<file path="src/awsl_pkg.sv">
package awsl_pkg;

  localparam int NUM_CHANNELS      = 8;
  localparam int CH_IDX_W          = (NUM_CHANNELS > 1) ? $clog2(NUM_CHANNELS) : 1;
  localparam int SAMPLES_PER_BLOCK = 4;
  localparam int SPB_SHIFT         = $clog2(SAMPLES_PER_BLOCK);

  localparam int CHAN_W   = 3;
  localparam int TIME_W   = 32;
  localparam int COUNT_W  = 24;
  localparam int SAMPLE_W = 16;
  localparam int LIMIT_W  = 16;
  localparam int CFG_IDX_W = 8;
  localparam int CFG_DATA_W = 32;

  localparam logic [COUNT_W-1:0] COUNT_MAX = {COUNT_W{1'b1}};
  localparam logic [LIMIT_W-1:0] LINK_GAP_LIMIT_RST = LIMIT_W'(1000);

  typedef enum logic [CFG_IDX_W-1:0] {
    CFG_CYCLE_OFFSET   = 8'd0,
    CFG_LINK_GAP_LIMIT = 8'd1
  } cfg_reg_t;

  typedef struct packed {
    logic [SAMPLE_W-1:0] a;
    logic [SAMPLE_W-1:0] b;
    logic [SAMPLE_W-1:0] c;
    logic [SAMPLE_W-1:0] d;
  } samples_t;

  // input transaction as captured at the port
  typedef struct packed {
    logic [CHAN_W-1:0] channel;
    logic              packet_start;
    logic [TIME_W-1:0] block_time;
    samples_t          samples;
  } blk_t;

  // after per-channel state lookup
  typedef struct packed {
    logic [CHAN_W-1:0]  channel;
    logic               start;
    logic               eval_link;
    logic [TIME_W-1:0]  block_time;
    logic [TIME_W-1:0]  old_time;
    logic [COUNT_W-1:0] old_count;
    samples_t           samples;
  } lookup_t;

  // after time difference
  typedef struct packed {
    logic [CHAN_W-1:0]  channel;
    logic               start;
    logic               eval_link;
    logic [TIME_W:0]    diff;
    logic [COUNT_W-1:0] old_count;
    samples_t           samples;
  } diff_t;

  typedef struct packed {
    logic [CHAN_W-1:0]   channel;
    logic                wave_start;
    logic                linked_prev;
    logic [SAMPLE_W-1:0] fill_zeros;
    samples_t            samples;
  } result_t;

endpackage

</file>
<file path="src/adc_waveform_segment_link.sv">
// Waveform segment linker for a multi-channel digitizer stream.
// Input channel: one data block per transaction (channel, packet start mark,
// block timestamp, four samples), taken when in_valid is high and in_stall low.
// Result channel: one result per block, in order, offered on out_valid and
// taken when out_stall is low; samples and channel pass through unchanged.
// Configuration: cfg_valid/cfg_ready write channel, always ready; index 0 is
// the timestamp wrap period, index 1 the link gap limit. Write only while idle.
// A taken block passes the input, lookup, difference and result registers.
// Throughput: one block per cycle while out_stall is low; per-channel state
// lives in flip-flops and is read and updated in the lookup stage, so blocks on
// the same channel may follow each other back to back.
// Stall: the four pipeline registers hold while out_stall is high, except that
// an empty slot always refills; in_stall rises only once every stage is full.
// Reset: pipeline empties, every channel starts with no waveform, wrap period
// goes to 0 and the link gap limit to 1000. No clearing pass is needed.
module adc_waveform_segment_link (
  input  logic                            clk,
  input  logic                            rst_n,
  input  logic                            in_valid,
  output logic                            in_stall,
  input  logic [awsl_pkg::CHAN_W-1:0]     in_channel,
  input  logic                            in_packet_start,
  input  logic [awsl_pkg::TIME_W-1:0]     in_block_time,
  input  logic [awsl_pkg::SAMPLE_W-1:0]   in_sample_a,
  input  logic [awsl_pkg::SAMPLE_W-1:0]   in_sample_b,
  input  logic [awsl_pkg::SAMPLE_W-1:0]   in_sample_c,
  input  logic [awsl_pkg::SAMPLE_W-1:0]   in_sample_d,
  output logic                            out_valid,
  input  logic                            out_stall,
  output logic [awsl_pkg::CHAN_W-1:0]     out_channel,
  output logic                            out_wave_start,
  output logic                            out_linked_prev,
  output logic [awsl_pkg::SAMPLE_W-1:0]   out_fill_zeros,
  output logic [awsl_pkg::SAMPLE_W-1:0]   out_a,
  output logic [awsl_pkg::SAMPLE_W-1:0]   out_b,
  output logic [awsl_pkg::SAMPLE_W-1:0]   out_c,
  output logic [awsl_pkg::SAMPLE_W-1:0]   out_d,
  input  logic                            cfg_valid,
  output logic                            cfg_ready,
  input  logic [awsl_pkg::CFG_IDX_W-1:0]  cfg_index,
  input  logic [awsl_pkg::CFG_DATA_W-1:0] cfg_data
);

  logic [awsl_pkg::TIME_W-1:0]  cycle_offset_r;
  logic [awsl_pkg::LIMIT_W-1:0] link_gap_limit_r;

  awsl_pkg::blk_t    blk_r;
  awsl_pkg::lookup_t lookup_r;
  awsl_pkg::result_t result_r;

  logic v0_r, v1_r, v2_r, v3_r;
  logic en0, en1, en2, en3;

  // a stage loads when it is empty or its contents move on
  assign en3 = !v3_r || !out_stall;
  assign en2 = !v2_r || en3;
  assign en1 = !v1_r || en2;
  assign en0 = !v0_r || en1;

  assign in_stall  = !en0;
  assign cfg_ready = 1'b1;

  always_ff @(posedge clk) begin
    if (!rst_n) begin
      v0_r <= 1'b0;
      v1_r <= 1'b0;
      v2_r <= 1'b0;
      v3_r <= 1'b0;
    end else begin
      if (en0) v0_r <= in_valid;
      if (en1) v1_r <= v0_r;
      if (en2) v2_r <= v1_r;
      if (en3) v3_r <= v2_r;
    end
  end

  always_ff @(posedge clk) begin
    if (en0 && in_valid) begin
      blk_r.channel      <= in_channel;
      blk_r.packet_start <= in_packet_start;
      blk_r.block_time   <= in_block_time;
      blk_r.samples.a    <= in_sample_a;
      blk_r.samples.b    <= in_sample_b;
      blk_r.samples.c    <= in_sample_c;
      blk_r.samples.d    <= in_sample_d;
    end
  end

  always_ff @(posedge clk) begin
    if (!rst_n) begin
      cycle_offset_r   <= '0;
      link_gap_limit_r <= awsl_pkg::LINK_GAP_LIMIT_RST;
    end else if (cfg_valid && cfg_ready) begin
      case (cfg_index)
        awsl_pkg::CFG_CYCLE_OFFSET: begin
          cycle_offset_r <= cfg_data[awsl_pkg::TIME_W-1:0];
        end
        awsl_pkg::CFG_LINK_GAP_LIMIT: begin
          link_gap_limit_r <= cfg_data[awsl_pkg::LIMIT_W-1:0];
        end
        default: begin
        end
      endcase
    end
  end

  awsl_chan_state u_chan_state (
    .clk      (clk),
    .rst_n    (rst_n),
    .blk_valid(v0_r),
    .blk      (blk_r),
    .load     (en1),
    .lookup_r (lookup_r)
  );

  awsl_gap_calc u_gap_calc (
    .clk           (clk),
    .load_diff     (en2),
    .load_res      (en3),
    .lookup_r      (lookup_r),
    .cycle_offset  (cycle_offset_r),
    .link_gap_limit(link_gap_limit_r),
    .result_r      (result_r)
  );

  assign out_valid       = v3_r;
  assign out_channel     = result_r.channel;
  assign out_wave_start  = result_r.wave_start;
  assign out_linked_prev = result_r.linked_prev;
  assign out_fill_zeros  = result_r.fill_zeros;
  assign out_a           = result_r.samples.a;
  assign out_b           = result_r.samples.b;
  assign out_c           = result_r.samples.c;
  assign out_d           = result_r.samples.d;

endmodule

</file>
<file path="src/awsl_chan_state.sv">
module awsl_chan_state (
  input  logic            clk,
  input  logic            rst_n,
  input  logic            blk_valid,
  input  awsl_pkg::blk_t  blk,
  input  logic            load,
  output awsl_pkg::lookup_t lookup_r
);

  logic [awsl_pkg::TIME_W-1:0]  start_time_r [awsl_pkg::NUM_CHANNELS];
  logic [awsl_pkg::COUNT_W-1:0] block_count_r [awsl_pkg::NUM_CHANNELS];
  logic [awsl_pkg::NUM_CHANNELS-1:0] seen_r;

  logic [awsl_pkg::CH_IDX_W-1:0] idx;
  logic [awsl_pkg::TIME_W-1:0]   cur_time;
  logic [awsl_pkg::COUNT_W-1:0]  cur_count;
  logic                          cur_seen;
  logic [awsl_pkg::TIME_W-1:0]   expect_time;
  logic                          start;
  logic [awsl_pkg::COUNT_W-1:0]  count_nxt;
  logic                          upd;
  awsl_pkg::lookup_t             lookup_nxt;

  assign idx       = awsl_pkg::CH_IDX_W'(blk.channel % awsl_pkg::NUM_CHANNELS);
  assign cur_time  = start_time_r[idx];
  assign cur_count = block_count_r[idx];
  assign cur_seen  = seen_r[idx];
  assign expect_time = cur_time + awsl_pkg::TIME_W'(cur_count);
  assign start = !cur_seen || blk.packet_start || (expect_time != blk.block_time);
  assign upd   = load && blk_valid;

  always_comb begin
    if (start) begin
      count_nxt = awsl_pkg::COUNT_W'(1);
    end else if (cur_count < awsl_pkg::COUNT_MAX) begin
      count_nxt = cur_count + awsl_pkg::COUNT_W'(1);
    end else begin
      count_nxt = cur_count;
    end
  end

  always_comb begin
    lookup_nxt.channel    = blk.channel;
    lookup_nxt.start      = start;
    lookup_nxt.eval_link  = start && cur_seen;
    lookup_nxt.block_time = blk.block_time;
    lookup_nxt.old_time   = cur_time;
    lookup_nxt.old_count  = cur_count;
    lookup_nxt.samples    = blk.samples;
  end

  always_ff @(posedge clk) begin
    if (!rst_n) begin
      seen_r <= '0;
    end else if (upd) begin
      seen_r[idx] <= 1'b1;
    end
  end

  always_ff @(posedge clk) begin
    if (upd) begin
      block_count_r[idx] <= count_nxt;
      if (start) begin
        start_time_r[idx] <= blk.block_time;
      end
    end
    if (load) begin
      lookup_r <= lookup_nxt;
    end
  end

endmodule

</file>
<file path="src/awsl_gap_calc.sv">
module awsl_gap_calc (
  input  logic                          clk,
  input  logic                          load_diff,
  input  logic                          load_res,
  input  awsl_pkg::lookup_t             lookup_r,
  input  logic [awsl_pkg::TIME_W-1:0]   cycle_offset,
  input  logic [awsl_pkg::LIMIT_W-1:0]  link_gap_limit,
  output awsl_pkg::result_t             result_r
);

  localparam int GAP_W = awsl_pkg::TIME_W + 1 + awsl_pkg::SPB_SHIFT;

  awsl_pkg::diff_t            diff_r;
  awsl_pkg::diff_t            diff_nxt;
  awsl_pkg::result_t          result_nxt;
  logic [awsl_pkg::TIME_W:0]   fwd_diff;
  logic [awsl_pkg::TIME_W:0]   wrap_diff;
  logic                        t_larger;
  logic [awsl_pkg::TIME_W+1:0] blk_gap;
  logic [GAP_W-1:0]            gap;
  logic                        linked;

  // stage 1: time difference, wrapping through the cycle offset
  assign fwd_diff  = {1'b0, lookup_r.block_time} - {1'b0, lookup_r.old_time};
  assign wrap_diff = {1'b0, lookup_r.old_time} + {1'b0, cycle_offset}
                     - {1'b0, lookup_r.block_time};
  assign t_larger  = lookup_r.block_time > lookup_r.old_time;

  always_comb begin
    diff_nxt.channel   = lookup_r.channel;
    diff_nxt.start     = lookup_r.start;
    diff_nxt.eval_link = lookup_r.eval_link;
    diff_nxt.diff      = t_larger ? fwd_diff : wrap_diff;
    diff_nxt.old_count = lookup_r.old_count;
    diff_nxt.samples   = lookup_r.samples;
  end

  // stage 2: gap in samples, negative gap never links
  assign blk_gap = {1'b0, diff_r.diff}
                   - {{(awsl_pkg::TIME_W + 2 - awsl_pkg::COUNT_W){1'b0}}, diff_r.old_count};
  assign gap     = {blk_gap[awsl_pkg::TIME_W:0], {awsl_pkg::SPB_SHIFT{1'b0}}};
  assign linked  = diff_r.eval_link && !blk_gap[awsl_pkg::TIME_W+1]
                   && (gap < GAP_W'(link_gap_limit));

  always_comb begin
    result_nxt.channel     = diff_r.channel;
    result_nxt.wave_start  = diff_r.start;
    result_nxt.linked_prev = linked;
    result_nxt.fill_zeros  = linked ? gap[awsl_pkg::SAMPLE_W-1:0] : '0;
    result_nxt.samples     = diff_r.samples;
  end

  always_ff @(posedge clk) begin
    if (load_diff) begin
      diff_r <= diff_nxt;
    end
    if (load_res) begin
      result_r <= result_nxt;
    end
  end

endmodule
</file>
<file path="config.mk">
export PLATFORM = sky130hd
export DESIGN_NAME = adc_waveform_segment_link
export DESIGN_NICKNAME = d
export VERILOG_FILES = /design/src/awsl_pkg.sv /design/src/adc_waveform_segment_link.sv /design/src/awsl_chan_state.sv /design/src/awsl_gap_calc.sv
export SDC_FILE = /design/constraint.sdc
export NUM_CORES = 1
export LEC_CHECK = 0
export BUFFER_PORTS_ARGS = -buffer_cell sky130_fd_sc_hd__clkbuf_2
export CORE_MARGIN = 2
export CORE_UTILIZATION = 35
export DETAILED_ROUTE_END_ITERATION = 8
export GPL_TIMING_DRIVEN = 0
export RECOVER_POWER = 25
export SYNTH_ARGS = -nofsm -noshare
export SYNTH_HDL_FRONTEND = slang
export SYNTH_SLANG_ARGS = --single-unit
</file>
<file path="constraint.sdc">
create_clock -name clk -period 10.7 [get_ports clk]
set_clock_uncertainty 0.05 [all_clocks]
set_input_delay 0 -clock clk [delete_from_list [all_inputs] [get_ports clk]]
set_output_delay 0 -clock clk [all_outputs]
set_load 0.1 [all_outputs]
</file>
==> metrics.md <==
| Metric | Value |
|---|---|
| CP Class | flop to flop |
| Max Cap Violations | 0 |
| Routing usage on met2 | 0.256 |
| HP Start | in_sample_a[5] |
| Overall power | 10.3 mW |
| Fmax | 111 MHz |
| Fin area | 0.0520 mm2 |
| Setup violations, final | 0 |
| Clk root buf | clkbuf_16 |
| Startpoint Class | flop |
| TNS Setup | 0 ns |
| GR Util met1 | 0.225 |
| Pre-Repair DR Iteration Count | 5 |
| Fin. Hold Viols | 0 |
| First-pass GRT wire length | 153000 um |
| Most frequent cells after synthesis | 914 x edfxtp_1, 209 x inv_1, 199 x nand2_1 |
| Die Ht | 353 um |
| Area growth syn-to-layout | 22.1% |
| Overflow after GRT | 0 |
| IO Count | 233 |
| Status | finished clean |
| Antenna violations before repair | 2 |
| # diodes | 0 |
| Chip width | 353 um |
| Worst hold path cell count | 2 |
| Most used routing layer | met2 |
| Ranking of synthesized cells by area | edfxtp_1 64%, mux4_2 6.0%, ha_1 3.8% |
| Row cnt | 127 |
| Non-Filler Instances | 5043 |
| GRT Util Overall | 0.162 |
| Ys flop type | edfxtp_1 |
| Clock slew at reported path FFs | 0.06 ns |
| Type of the tightest min-delay check | primary input to flop |
| CP peak stage delay | 0.84 ns |
| Routed len/inst | 20.2 um |
| DRT Wirelength | 102000 um |
| Critical-path cell with the highest stage delay | buf_1 |
| Yosys reg bits | 977 |
| Top-count cell post-synth | edfxtp_1 |
| Clock Latency Late Sink | 0.68 ns |
| Vias in the first global route | 24700 |
| Reg2reg path depth | 21 |
| Sequential area share after synthesis | 0.674 |
| Syn_area_per_cell | 15.4 um2 |
| Total clock sinks | 977 |
| Worst-Margin Slew | 1.07 ns |
| Crit path required time | 11.07 ns |
| Warnings, synthesis | 0 |
| Placed inst area | 0.0464 mm2 |
| Die ar. | 0.124 mm2 |
| Largest net degree at the start of global routing | 74 |
| Post-synth top area cell | edfxtp_1 |
| Initial core utilization | 0.354 |
| Drt drc | 0 |
| Worst slew margin | 0.283 |
| Dpl cells | 4628 |
| Post-Syn Instances | 2762 |
| TritonCTS clock tree | done |
| Unique masters post-synth | 91 |
| GPL Wtd Cong | 0.915 |
| Post-synth EDFFs | 914 |
| Reg-to-reg endpoint | u_chan_state.start_time_r[4][0]$_DFFE_PP_ |
| Port bufs | 228 |
| Filler cell count | 10800 |
| HPWL Detailed | 73600 um |
| RSZ-0062 raised after global routing | no |
| Postcts setup bufs | 0 |
| FFs w/ async S/R, synth | 0 |
| Max VDD drop | 0.000127 V |
| Max-slew violations | 0 |
| Most frequent CP cell | buf_2 |
| Worst Path Arrival | 9.41 ns |
| Nets@finish | 3655 |
| Crit end category | flop |
| Reg-to-reg slack, setup | 1.66 ns |
| Worst-path fanout max | 18 |
| Vias per cell | 4.91 |
| Post_cts resized | 0 |
| Post-route clock period utilization | 0.845 |
| Post-route ant nets | 0 |
| Clock tree buffer depth | 3 |
| CTS buffer count | 98 |
| H-tree depth | 3 |
| Synthesized area | 0.0426 mm2 |
| Via Count | 24800 |
| Share of the synthesized area in the top cell type | 0.644 |
| Pleak | 19.4 nW |
| Worst hold path endpoint | blk_r[53]$_DFFE_PP_ |
| GR Util met3 | 0.0271 |
| Pwr/cell area | 198 mW/mm2 |
| Final worst path period need | 9.04 ns |
| Share of cells above drive strength 1 | 0.187 |
| DRT iter0 DRCs | 1934 |
| Worst-path cell chain | buf_2 > buf_2 > buf_2 > buf_2 > buf_1 > clkbuf_1 > mux2_2 > ha_1 > fa_1 > xor2_1 > xnor2_1 > o21ai_0 > nor4_1 > nand4_1 > nor4_1 > o211ai_1 > nor4_1 > o2111ai_2 > buf_6 > and2_2 > buf_16 |
| Core area | 0.120 mm2 |
==> routing by layer <==
layer	vias up	share of wire
li1	11700	-
met1	12300	0.46
met2	663	0.46
met3	140	0.053
met4	0	0.033
met5	-	0
==> sequential cells by signal, indices dropped and copies added, names as in the netlist, 8 cells and up, named ones only <==
register / flops
u_chan_state.start_time_r: 256
u_chan_state.block_count_r: 192
u_chan_state.lookup_r: 157
u_gap_calc.diff_r: 126
blk_r: 100
u_gap_calc.result_r: 83
cycle_offset_r: 32
link_gap_limit_r: 16
u_chan_state.seen_r: 8
==> layout by cell type, fill, tap and decap left out, types with 16 or more instances in the layout <==
master and n:
edfxtp_1 914, dlygate4sd3_1 231, clkbuf_2 223, inv_1 207, nand2_1 197, ha_1 128
a21oi_1 121, mux4_2 114, clkbuf_16 98, nor2_1 95, o21ai_0 85, xnor2_1 79
clkbuf_1 64, dfxtp_1 63, a21o_1 51, xor2_1 44, mux2i_1 42, nand3_1 42
mux2_2 39, a21boi_0 37, fa_1 35, and3_1 27, nor2b_1 27, nand4_1 26
o21a_1 25, nor3_1 24, buf_2 18, a31oi_1 16
==> where the power goes <==
| group | total, mW | switching (mW) | internal (mW) |
|---|---|---|---|
| clock | 3.49 | 1.46 | 2.04 |
| combinational | 2.26 | 1.40 | 0.867 |
| sequential | 4.55 | 0.114 | 4.44 |
| total | 10.3 | 2.97 | 7.34 |
==> worst max-delay path: cells and delay by family (launching register included) <==
family	cells	cell delay, ns
buffers and inverters	8	3.74
AND/OR/NAND/NOR	5	1.78
adder cells (fa/ha/maj)	2	0.63
AO/OA/AOI/OAI	3	0.96
XOR/XNOR	2	0.56
multiplexers	1	0.47
flip-flops	1	0.52
==> how the worst max path moves through the flow <==
stage,depth (start not counted),endpoint
global route,21,u_chan_state.start_time_r[4][27]$_DFFE_PP_
CTS,21,u_chan_state.start_time_r[4][27]$_DFFE_PP_
finish,21,u_chan_state.start_time_r[4][0]$_DFFE_PP_
floorplan,5,u_chan_state.start_time_r[1][0]$_DFFE_PP_
global placement,5,u_chan_state.start_time_r[0][1]$_DFFE_PP_
detailed placement,21,u_chan_state.start_time_r[4][2]$_DFFE_PP_
==> final cells by class <==
| type | count | area (um2) | area share |
|---|---|---|---|
| Inverter | 209 | 795 | 0.0153 |
| Timing Repair Buffer | 484 | 3970 | 0.0764 |
| Tap cell | 1612 | 2020 | 0.0388 |
| Buffer | 78 | 433 | 0.00833 |
| Sequential cell | 977 | 28700 | 0.552 |
| Clock buffer | 124 | 2610 | 0.0502 |
| Multi-Input combinational cell | 1499 | 12700 | 0.245 |
| Clock inverter | 60 | 718 | 0.0138 |
==> cell families after synthesis <==
logic type | Yosys count | synth area share
flops | 977 | 0.674
simple gates | 547 | 0.0639
compound gates | 461 | 0.0707
buf+inv | 287 | 0.0286
mux | 202 | 0.0832
fa+ha+maj | 163 | 0.0541
xor+xnor | 123 | 0.0253
other cells | 2 | 0.000176
==> stage by stage <==
step	util	setup WS (ns)	hold slack (ns)
final	0.432	1.66	0.0501
after global routing	0.432	1.29	0.00464
after CTS	0.432	1.60	0.00186
after detailed placement	0.385	1.66	0.129
after global placement	0.380	-2.28	0.128
after floorplan	-	2.43	0.0489
==> what timing repair did <==
item / in CTS / in global routing
setup endpoints to repair: 0 / 0
hold endpoints to repair: 204 / 0
hold buffers: 231 / 0
No activity file was read; power rests on OpenSTA's default activity.
